$ cat src/rtl/icr_pkg.sv
`timescale 1ns / 1ps

package icr_pkg;

    localparam int NUM_KW = 11;
    localparam int KW_MAXLEN = 16;
    localparam logic [6:0] MAX_FRAME = 7'd64;
    localparam logic [16:0] SILENCE_MAX = 17'h1FFFF;
    localparam logic [15:0] TIMEOUT_RESET = 16'd10;

    localparam int SUMQ_DEPTH = 2;
    localparam int SUMQ_AW = $clog2(SUMQ_DEPTH);

    localparam logic MODE_BYTE = 1'b0;
    localparam logic MODE_TICK = 1'b1;

    localparam logic [1:0] ST_OK = 2'd0;
    localparam logic [1:0] ST_EMPTY = 2'd1;
    localparam logic [1:0] ST_UNKNOWN = 2'd2;

    localparam logic [1:0] RULE_NEED_PARAM = 2'd0;
    localparam logic [1:0] RULE_NO_VALID_PARAM = 2'd1;
    localparam logic [1:0] RULE_NO_PARAM = 2'd2;

    localparam logic [7:0] CH_CODE_LO = 8'h5F;
    localparam logic [7:0] CH_CODE_HI = 8'h7A;
    localparam logic [7:0] CH_DIGIT_LO = 8'h30;
    localparam logic [7:0] CH_DIGIT_HI = 8'h39;

    localparam logic [6:0] KW_LEN [0:NUM_KW-1] = '{
        7'd8, 7'd8, 7'd14, 7'd13, 7'd13, 7'd8, 7'd14, 7'd7, 7'd8, 7'd12, 7'd13
    };

    localparam logic [1:0] KW_RULE [0:NUM_KW-1] = '{
        RULE_NEED_PARAM, RULE_NEED_PARAM, RULE_NEED_PARAM, RULE_NEED_PARAM,
        RULE_NO_VALID_PARAM,
        RULE_NO_PARAM, RULE_NO_PARAM, RULE_NO_PARAM, RULE_NO_PARAM,
        RULE_NO_PARAM, RULE_NO_PARAM
    };

    localparam logic [7:0] KW_CHAR [0:NUM_KW-1][0:KW_MAXLEN-1] = '{
        '{8'h73, 8'h65, 8'h74, 8'h5F, 8'h74, 8'h69, 8'h6D, 8'h65,
          8'h00, 8'h00, 8'h00, 8'h00, 8'h00, 8'h00, 8'h00, 8'h00},
        '{8'h73, 8'h65, 8'h74, 8'h5F, 8'h64, 8'h61, 8'h74, 8'h65,
          8'h00, 8'h00, 8'h00, 8'h00, 8'h00, 8'h00, 8'h00, 8'h00},
        '{8'h73, 8'h65, 8'h74, 8'h5F, 8'h61, 8'h6C, 8'h61, 8'h72,
          8'h6D, 8'h5F, 8'h74, 8'h69, 8'h6D, 8'h65, 8'h00, 8'h00},
        '{8'h73, 8'h65, 8'h74, 8'h5F, 8'h65, 8'h73, 8'h70, 8'h5F,
          8'h6F, 8'h6E, 8'h5F, 8'h6D, 8'h73, 8'h00, 8'h00, 8'h00},
        '{8'h67, 8'h65, 8'h74, 8'h5F, 8'h65, 8'h73, 8'h70, 8'h5F,
          8'h6F, 8'h6E, 8'h5F, 8'h6D, 8'h73, 8'h00, 8'h00, 8'h00},
        '{8'h67, 8'h65, 8'h74, 8'h5F, 8'h74, 8'h69, 8'h6D, 8'h65,
          8'h00, 8'h00, 8'h00, 8'h00, 8'h00, 8'h00, 8'h00, 8'h00},
        '{8'h67, 8'h65, 8'h74, 8'h5F, 8'h61, 8'h6C, 8'h61, 8'h72,
          8'h6D, 8'h5F, 8'h74, 8'h69, 8'h6D, 8'h65, 8'h00, 8'h00},
        '{8'h67, 8'h65, 8'h74, 8'h5F, 8'h68, 8'h6F, 8'h74, 8'h00,
          8'h00, 8'h00, 8'h00, 8'h00, 8'h00, 8'h00, 8'h00, 8'h00},
        '{8'h67, 8'h65, 8'h74, 8'h5F, 8'h63, 8'h6F, 8'h6C, 8'h64,
          8'h00, 8'h00, 8'h00, 8'h00, 8'h00, 8'h00, 8'h00, 8'h00},
        '{8'h65, 8'h73, 8'h70, 8'h5F, 8'h66, 8'h6F, 8'h72, 8'h63,
          8'h65, 8'h5F, 8'h6F, 8'h6E, 8'h00, 8'h00, 8'h00, 8'h00},
        '{8'h65, 8'h73, 8'h70, 8'h5F, 8'h66, 8'h6F, 8'h72, 8'h63,
          8'h65, 8'h5F, 8'h6F, 8'h66, 8'h66, 8'h00, 8'h00, 8'h00}
    };

    typedef struct packed {
        logic       mode;
        logic [7:0] rx_byte;
    } t_item;

    typedef struct packed {
        logic [1:0]  status;
        logic [3:0]  command;
        logic [31:0] parameter_res;
        logic        has_parameter;
    } t_result;

    typedef struct packed {
        logic [NUM_KW-1:0] match;
        logic              code_empty;
        logic              param_empty;
        logic              all_digits;
        logic [31:0]       value;
    } t_summary;

endpackage

$ cat src/rtl/icr_front.sv
`timescale 1ns / 1ps

module icr_front (
    input  logic                  i_clk,
    input  logic                  i_rst_n,
    input  logic                  i_accept,
    input  icr_pkg::t_item        i_item,
    input  logic                  i_cfg_we,
    input  logic [15:0]           i_cfg_data,
    output logic                  o_sum_push,
    output icr_pkg::t_summary     o_sum
);

    logic [6:0]                 r_frame_count, n_frame_count;
    logic                       r_frame_active, n_frame_active;
    logic [16:0]                r_silence, n_silence;
    logic [6:0]                 r_code_len, n_code_len;
    logic                       r_in_code, n_in_code;
    logic [icr_pkg::NUM_KW-1:0] r_match, n_match;
    logic [31:0]                r_value, n_value;
    logic [6:0]                 r_param_len, n_param_len;
    logic                       r_all_digits, n_all_digits;
    logic [15:0]                r_timeout;

    logic                       ovf;
    logic [6:0]                 b_frame_count;
    logic [6:0]                 b_code_len;
    logic                       b_in_code;
    logic [icr_pkg::NUM_KW-1:0] b_match;
    logic [31:0]                b_value;
    logic [6:0]                 b_param_len;
    logic                       b_all_digits;
    logic [7:0]                 c;
    logic                       is_code;
    logic                       is_digit;
    logic [35:0]                prod;
    logic [7:0]                 digit;
    logic [16:0]                sil_inc;
    logic                       frame_end;

    always_comb begin
        c = i_item.rx_byte;
        ovf = r_frame_count >= icr_pkg::MAX_FRAME;
        b_frame_count = ovf ? 7'd0 : r_frame_count;
        b_code_len = ovf ? 7'd0 : r_code_len;
        b_in_code = ovf ? 1'b1 : r_in_code;
        b_match = ovf ? '1 : r_match;
        b_value = ovf ? 32'd0 : r_value;
        b_param_len = ovf ? 7'd0 : r_param_len;
        b_all_digits = ovf ? 1'b1 : r_all_digits;

        is_code = b_in_code && (c >= icr_pkg::CH_CODE_LO) && (c <= icr_pkg::CH_CODE_HI);
        is_digit = (c >= icr_pkg::CH_DIGIT_LO) && (c <= icr_pkg::CH_DIGIT_HI);
        digit = c - icr_pkg::CH_DIGIT_LO;
        prod = ({4'b0000, b_value} << 3) + ({4'b0000, b_value} << 1) + {32'd0, digit[3:0]};

        sil_inc = (r_silence == icr_pkg::SILENCE_MAX) ? r_silence : r_silence + 17'd1;
        frame_end = 1'b0;

        n_frame_count = r_frame_count;
        n_frame_active = r_frame_active;
        n_silence = r_silence;
        n_code_len = r_code_len;
        n_in_code = r_in_code;
        n_match = r_match;
        n_value = r_value;
        n_param_len = r_param_len;
        n_all_digits = r_all_digits;

        if (i_accept && (i_item.mode == icr_pkg::MODE_BYTE)) begin
            n_frame_active = 1'b1;
            n_silence = 17'd0;
            n_frame_count = b_frame_count + 7'd1;
            n_code_len = b_code_len;
            n_in_code = b_in_code;
            n_match = b_match;
            n_value = b_value;
            n_param_len = b_param_len;
            n_all_digits = b_all_digits;
            if (is_code) begin
                for (int k = 0; k < icr_pkg::NUM_KW; k++) begin
                    if (!((b_code_len < icr_pkg::KW_LEN[k]) &&
                          (icr_pkg::KW_CHAR[k][b_code_len[3:0]] == c))) begin
                        n_match[k] = 1'b0;
                    end
                end
                n_code_len = b_code_len + 7'd1;
            end else begin
                n_in_code = 1'b0;
                n_param_len = b_param_len + 7'd1;
                if (is_digit) begin
                    n_value = (prod[35:32] != 4'd0) ? 32'hFFFF_FFFF : prod[31:0];
                end else begin
                    n_all_digits = 1'b0;
                end
            end
        end else if (i_accept && r_frame_active) begin
            if (sil_inc > {1'b0, r_timeout}) begin
                frame_end = 1'b1;
                n_frame_count = 7'd0;
                n_frame_active = 1'b0;
                n_silence = 17'd0;
                n_code_len = 7'd0;
                n_in_code = 1'b1;
                n_match = '1;
                n_value = 32'd0;
                n_param_len = 7'd0;
                n_all_digits = 1'b1;
            end else begin
                n_silence = sil_inc;
            end
        end
    end

    always_comb begin
        o_sum_push = frame_end;
        o_sum.match = r_match;
        o_sum.code_empty = (r_code_len == 7'd0);
        o_sum.param_empty = (r_param_len == 7'd0);
        o_sum.all_digits = r_all_digits;
        o_sum.value = r_value;
    end

    always_ff @(posedge i_clk) begin
        if (!i_rst_n) begin
            r_frame_count <= 7'd0;
            r_frame_active <= 1'b0;
            r_silence <= 17'd0;
            r_code_len <= 7'd0;
            r_in_code <= 1'b1;
            r_match <= '1;
            r_value <= 32'd0;
            r_param_len <= 7'd0;
            r_all_digits <= 1'b1;
            r_timeout <= icr_pkg::TIMEOUT_RESET;
        end else begin
            r_frame_count <= n_frame_count;
            r_frame_active <= n_frame_active;
            r_silence <= n_silence;
            r_code_len <= n_code_len;
            r_in_code <= n_in_code;
            r_match <= n_match;
            r_value <= n_value;
            r_param_len <= n_param_len;
            r_all_digits <= n_all_digits;
            if (i_cfg_we) begin
                r_timeout <= i_cfg_data;
            end
        end
    end

    a_frame_bound: assert property (@(posedge i_clk) disable iff (!i_rst_n)
        r_frame_count <= icr_pkg::MAX_FRAME)
        else $error("frame count beyond limit");

    a_idle_clear: assert property (@(posedge i_clk) disable iff (!i_rst_n)
        !r_frame_active |-> (r_frame_count == 7'd0 && r_code_len == 7'd0 &&
                             r_param_len == 7'd0))
        else $error("frame state left over while no frame open");

    a_end_on_tick: assert property (@(posedge i_clk) disable iff (!i_rst_n)
        o_sum_push |-> (i_accept && i_item.mode == icr_pkg::MODE_TICK && r_frame_active))
        else $error("frame closed without a tick");

endmodule

$ cat src/rtl/icr_sumq.sv
`timescale 1ns / 1ps

module icr_sumq (
    input  logic                  i_clk,
    input  logic                  i_rst_n,
    input  logic                  i_push,
    input  icr_pkg::t_summary     i_data,
    output logic                  o_full,
    input  logic                  i_pop,
    output logic                  o_valid,
    output icr_pkg::t_summary     o_data
);

    localparam logic [icr_pkg::SUMQ_AW:0] DEPTH = (icr_pkg::SUMQ_AW + 1)'(icr_pkg::SUMQ_DEPTH);

    icr_pkg::t_summary           r_mem [0:icr_pkg::SUMQ_DEPTH-1];
    logic [icr_pkg::SUMQ_AW-1:0] r_wptr;
    logic [icr_pkg::SUMQ_AW-1:0] r_rptr;
    logic [icr_pkg::SUMQ_AW:0]   r_count;
    logic                        do_push;
    logic                        do_pop;

    assign o_full = (r_count == DEPTH);
    assign o_valid = (r_count != '0);
    assign o_data = r_mem[r_rptr];
    assign do_push = i_push && !o_full;
    assign do_pop = i_pop && o_valid;

    always_ff @(posedge i_clk) begin
        if (do_push) begin
            r_mem[r_wptr] <= i_data;
        end
    end

    always_ff @(posedge i_clk) begin
        if (!i_rst_n) begin
            r_wptr <= '0;
            r_rptr <= '0;
            r_count <= '0;
        end else begin
            if (do_push) begin
                r_wptr <= r_wptr + 1'b1;
            end
            if (do_pop) begin
                r_rptr <= r_rptr + 1'b1;
            end
            unique case ({do_push, do_pop})
                2'b10: r_count <= r_count + 1'b1;
                2'b01: r_count <= r_count - 1'b1;
                default: r_count <= r_count;
            endcase
        end
    end

    a_count_bound: assert property (@(posedge i_clk) disable iff (!i_rst_n)
        r_count <= DEPTH)
        else $error("summary queue count beyond depth");

    a_no_drop: assert property (@(posedge i_clk) disable iff (!i_rst_n)
        i_push |-> !o_full)
        else $error("summary pushed into full queue");

endmodule

$ cat src/rtl/icr_back.sv
`timescale 1ns / 1ps

module icr_back (
    input  logic                  i_clk,
    input  logic                  i_rst_n,
    input  logic                  i_sum_valid,
    input  icr_pkg::t_summary     i_sum,
    output logic                  o_sum_pop,
    output logic                  o_valid,
    output icr_pkg::t_result      o_result,
    input  logic                  i_pop
);

    logic              r_valid;
    icr_pkg::t_result  r_result;
    icr_pkg::t_result  res;
    logic              has;
    logic              found;
    logic              rule;
    logic [3:0]        cmd;
    logic              load;

    always_comb begin
        has = !i_sum.param_empty && i_sum.all_digits;
        found = 1'b0;
        cmd = 4'd0;
        rule = 1'b0;
        for (int k = icr_pkg::NUM_KW - 1; k >= 0; k--) begin
            unique case (icr_pkg::KW_RULE[k])
                icr_pkg::RULE_NEED_PARAM: rule = has;
                icr_pkg::RULE_NO_VALID_PARAM: rule = !has;
                default: rule = i_sum.param_empty;
            endcase
            if (i_sum.match[k] && rule) begin
                found = 1'b1;
                cmd = 4'(k);
            end
        end
        if (i_sum.code_empty) begin
            res.status = icr_pkg::ST_EMPTY;
            res.command = 4'd0;
            res.parameter_res = 32'd0;
            res.has_parameter = 1'b0;
        end else begin
            res.status = found ? icr_pkg::ST_OK : icr_pkg::ST_UNKNOWN;
            res.command = found ? cmd : 4'd0;
            res.parameter_res = has ? i_sum.value : 32'd0;
            res.has_parameter = has;
        end
    end

    assign load = i_sum_valid && (!r_valid || i_pop);
    assign o_sum_pop = load;
    assign o_valid = r_valid;
    assign o_result = r_result;

    always_ff @(posedge i_clk) begin
        if (load) begin
            r_result <= res;
        end
    end

    always_ff @(posedge i_clk) begin
        if (!i_rst_n) begin
            r_valid <= 1'b0;
        end else if (load) begin
            r_valid <= 1'b1;
        end else if (i_pop) begin
            r_valid <= 1'b0;
        end
    end

endmodule

$ cat src/rtl/idle_framed_command_recognizer_unit.sv
`timescale 1ns / 1ps

// Channel  | Direction | Transfer when            | Payload
// ---------+-----------+--------------------------+---------------------------
// item     | in        | push && !full            | i_item   (mode, rx_byte)
// result   | out       | pop && !empty            | o_result (status, command,
//          |           |                          |           parameter_res,
//          |           |                          |           has_parameter)
// cfg      | in        | i_cfg_valid && o_cfg_ready | i_cfg_data (idle timeout)
//
// One item per cycle while full is low; the frame parser updates match flags and the decimal
// accumulator in the cycle of the item.
// After the closing tick, a result passes through the summary queue and then the
// output register before it appears on the result ports.
// full rises only when the two-entry summary queue is full; that happens
// only while the result side is not popped.
// Reset is synchronous and active low; the idle timeout returns to 10 ticks.

module idle_framed_command_recognizer_unit (
    input  logic                  i_clk,
    input  logic                  i_rst_n,
    input  logic                  push,
    output logic                  full,
    input  icr_pkg::t_item        i_item,
    output logic                  empty,
    input  logic                  pop,
    output icr_pkg::t_result      o_result,
    input  logic                  i_cfg_valid,
    output logic                  o_cfg_ready,
    input  logic [15:0]           i_cfg_data
);

    logic              accept;
    logic              sum_push;
    icr_pkg::t_summary sum_in;
    logic              q_valid;
    icr_pkg::t_summary q_data;
    logic              q_pop;
    logic              out_valid;

    assign accept = push && !full;
    assign o_cfg_ready = 1'b1;
    assign empty = !out_valid;

    icr_front u_front (
        .i_clk      (i_clk),
        .i_rst_n    (i_rst_n),
        .i_accept   (accept),
        .i_item     (i_item),
        .i_cfg_we   (i_cfg_valid && o_cfg_ready),
        .i_cfg_data (i_cfg_data),
        .o_sum_push (sum_push),
        .o_sum      (sum_in)
    );

    icr_sumq u_sumq (
        .i_clk   (i_clk),
        .i_rst_n (i_rst_n),
        .i_push  (sum_push),
        .i_data  (sum_in),
        .o_full  (full),
        .i_pop   (q_pop),
        .o_valid (q_valid),
        .o_data  (q_data)
    );

    icr_back u_back (
        .i_clk       (i_clk),
        .i_rst_n     (i_rst_n),
        .i_sum_valid (q_valid),
        .i_sum       (q_data),
        .o_sum_pop   (q_pop),
        .o_valid     (out_valid),
        .o_result    (o_result),
        .i_pop       (pop)
    );

endmodule

$ cat config.mk
export PLATFORM = sky130hd
export DESIGN_NAME = idle_framed_command_recognizer_unit
export DESIGN_NICKNAME = d
export VERILOG_FILES = /design/src/rtl/icr_pkg.sv /design/src/rtl/icr_front.sv /design/src/rtl/icr_sumq.sv /design/src/rtl/icr_back.sv /design/src/rtl/idle_framed_command_recognizer_unit.sv
export SDC_FILE = /design/constraint.sdc
export NUM_CORES = 1
export LEC_CHECK = 0
export ABC_AREA = 1
export BUFFER_PORTS_ARGS = -buffer_cell sky130_fd_sc_hd__buf_2
export CELL_PAD_IN_SITES_DETAIL_PLACEMENT = 0
export CELL_PAD_IN_SITES_GLOBAL_PLACEMENT = 1
export CORE_MARGIN = 3
export CORE_UTILIZATION = 42
export CTS_CLUSTER_SIZE = 25
export DETAILED_ROUTE_END_ITERATION = 10
export GPL_ROUTABILITY_DRIVEN = 0
export PLACE_DENSITY = 0.79
export SLEW_MARGIN = 15
export SYNTH_ARGS = -nofsm -noshare
export SYNTH_HDL_FRONTEND = slang
export SYNTH_SLANG_ARGS = --single-unit
$ cat constraint.sdc
create_clock -name i_clk -period 5.15 [get_ports i_clk]
set_input_delay 1.545 -clock i_clk [delete_from_list [all_inputs] [get_ports i_clk]]
set_output_delay 1.545 -clock i_clk [all_outputs]
set_load 0.02 [all_outputs]
==> flow_metrics.tcl <==
set metrics [dict create \
    status "completed" \
    yosysSeqAreaShare_pct 41.21 \
    worstPathArrival_ps 4450 \
    tightest_slew_ps 907.0 \
    numCtsBuffers 27 \
    dpl.hpwl_um 27240 \
    multi_input_area_mm2 0.007547 \
    critPathMaxStageDelay_ps 550 \
    reg2reg_depth 19 \
    synth-main-ff-cell "edfxtp_1" \
    setup_tns_ps 0 \
    syn_inst 1916 \
    fp-row-count 67 \
    finalHoldViolCount 0 \
    powerDensity_mw_per_mm2 312.4 \
    grt_pass1_vias 12020 \
    skew_ps 20.12 \
    rsz0062_at_grt "no" \
    grt_pass1_wl_um 61450 \
    fin_ws_ps 934.0 \
    vias 12530 \
    start_kind "flop" \
    nets 2093 \
    cts_max_level 1 \
    avgSynthCellArea_um2 7.669 \
    ys_async_sr_fraction_pct 0 \
    crit_path_max_fanout 34 \
    yosysWarnings 0 \
    grtUsageTotal_pct 20.19 \
    post_synth_num_cell_types 55 \
    hold_path_class "flop to flop" \
    worstHoldPathCells 1 \
    diodes 0 \
    peakVddDrop_v 0.0003905 \
    antenna_found_initial 0 \
    clk_latency_ps 550 \
    ios 72 \
    drt-total-wl_um 37500 \
    fin_total_pwr_uw 5119 \
    cts_resized 0 \
    cts_root_buf "clkbuf_16" \
    synth_seq_cells 237 \
    leakagePower_uw 0.007197 \
    dr.pass1.iters 5 \
    slew_viol_final 0 \
    yosys-top-cells-area "edfxtp_1 (27%), dfxtp_1 (14%), nand2_1 (12%), ha_1 (7.8%), nor2_1 (5.5%)" \
    area_delta_synth_final_pct 11.50 \
    yosys.cell_count.top_type "nand2_1" \
    post-route-period-util_pct 81.86 \
    crit_slowest_cell "nor2_4" \
    synth.cells.most_frequent "nand2_1 (479), nor2_1 (214), inv_1 (192)" \
    ant_nets 0 \
    fp.dieArea_mm2 0.03727 \
    port_buffers 70 \
    globalRouteOverflowTotal 0 \
    reg2reg_from "u_front.r_silence[0]" \
    synth_area_mm2 0.01469 \
    grt_max_degree 48 \
    fin_crit_ps 4216 \
    drc_errors 0 \
    required_ps 5390 \
    drive_gt1_share_pct 12.16 \
    yosysTopAreaCellShare_pct 26.77 \
    path_clk_slew_ps 60 \
    synth_edf_count 131 \
    die_height_um 193.0 \
    wl_per_cell_um 15.38 \
    viasPerCell 5.139 \
    path_cells "ha_1 > nand2_1 > inv_2 > nand2_1 > nor2_2 > nand3_1 > nor2_1 > nand2_1 > nand3_1 > nor2_1 > nand3_1 > a21boi_0 > ha_1 > nand4_1 > nor4_1 > o21ai_1 > nand4_1 > nor2_4 > buf_12" \
    cts_hold_buf 0 \
    critPathCaptureType "flop" \
    core-area_mm2 0.03404 \
    slew_headroom_pct 39.46 \
    cts.sinks 237 \
    synth_nets 2040 \
    fp.dieW_um 193.0 \
    cp-startpoint "u_front.r_silence[0]" \
    filler_cell_count 3421 \
    regArea_mm2 0.006058 \
    cts_tree "built" \
    yosysTopAreaCell "edfxtp_1" \
    drt_iter0_drc 747 \
    preCtsSetupSlack_ps 409.4 \
    cts_setup_buffers 0 \
    max_freq_mhz 237.2 \
    cts.path.max_buffers 3 \
    max_cap_violations 0 \
    initial_core_util_pct 43.17 \
    hold_start "u_sumq.r_rptr" \
    setup_viol 0 \
    critPathKind "flop to flop" \
]
[worst max-delay path: cells and delay by family (launching register included)]
| family | cells | cell delay, ps |
|---|---|---|
| compound gates | 2 | 480 |
| fa+ha+maj | 2 | 510 |
| buf+inv | 2 | 330 |
| flops | 1 | 390 |
| simple gates | 13 | 2150 |
[layer usage]
layer | vias up | track usage [%] | wire length, um
li1 | 6420 | - | -
met1 | 5750 | 26.82 | 17190
met2 | 287 | 34.49 | 17430
met3 | 73 | 2.459 | 1695
met4 | 0 | 6.287 | 1184
met5 | - | 0 | 0
[sequential cells by signal (all words and copies together), names as in the netlist, named ones only]
name	count
u_sumq.r_wptr	1
u_sumq.r_count	2
u_sumq.r_rptr	1
u_front.r_param_len	7
u_front.r_all_digits	1
u_front.r_in_code	1
u_front.r_code_len	7
u_back.o_result	39
u_front.r_frame_active	1
u_front.r_frame_count	7
u_front.r_match	11
u_front.r_timeout	16
u_sumq.r_mem	92
u_front.r_value	32
u_back.o_valid	1
u_front.r_silence	17
[cells in the final DEF (no fill, tap or decap), drive strengths merged, types with 2 or more instances in the layout]
cell type / count
fa: 2
xor2: 51
or2: 9
a31oi: 5
nor4: 7
inv: 218
a21boi: 2
a22oi: 2
o211ai: 9
clkinv: 9
nand2: 506
o21bai: 6
nor3: 18
ha: 92
nand3: 134
dfxtp: 106
nand4: 19
bufinv: 2
clkinvlp: 5
edfxtp: 131
xnor2: 16
a21oi: 155
o21a: 4
o2111ai: 3
nor2: 231
clkbuf: 32
nand3b: 6
buf: 86
o21ai: 113
nor3b: 2
[path summary, 6_finish.rpt]
path                          to  slack (ps)
max          u_sumq.r_mem[1][14]         930
min                         flop         450
max reg2reg  u_sumq.r_mem[1][14]         930
min reg2reg                 flop         450
[through the flow]
stage / util [%] / std cells / hold slack, ps / cell area [um2]
2_1_floorplan: - / 1916 / 425.6 / 14690
3_3_place_gp: 45.46 / 2388 / 426.3 / 15470
4_1_cts: 48.14 / 2438 / 446.1 / 16380
6_report: 48.14 / 2438 / 447.0 / 16380
3_5_place_dp: 45.46 / 2388 / 436.7 / 15470
5_1_grt: 48.14 / 2438 / 466.9 / 16380
[power breakdown]
group	internal [uW]	switching (uW)	total, uW
combinational	253	693	946
clock	1120	823	1940
sequential	2180	48.0	2230
[cells by family (layout without fill, tap and decap cells)]
group	Yosys count	in the layout	synth area share, %
compound gates	304	304	11.50
other cells	1	1	0.02552
fa+ha+maj	94	94	8.106
xor+xnor	67	67	3.994
simple gates	934	934	27.49
mux	1	1	0.06812
buf+inv	278	352	7.595
flops	237	237	41.21
[area by class of cell]
class / instances / area share (%)
Clock buffer: 32 / 4.422
Clock inverter: 18 / 1.138
Inverter: 216 / 4.949
Multi-Input combinational cell: 1401 / 46.07
Sequential cell: 237 / 36.98
Tap cell: 448 / 3.421
Timing Repair Buffer: 86 / 3.024
Note: power is estimated with default switching activity, not from simulation.
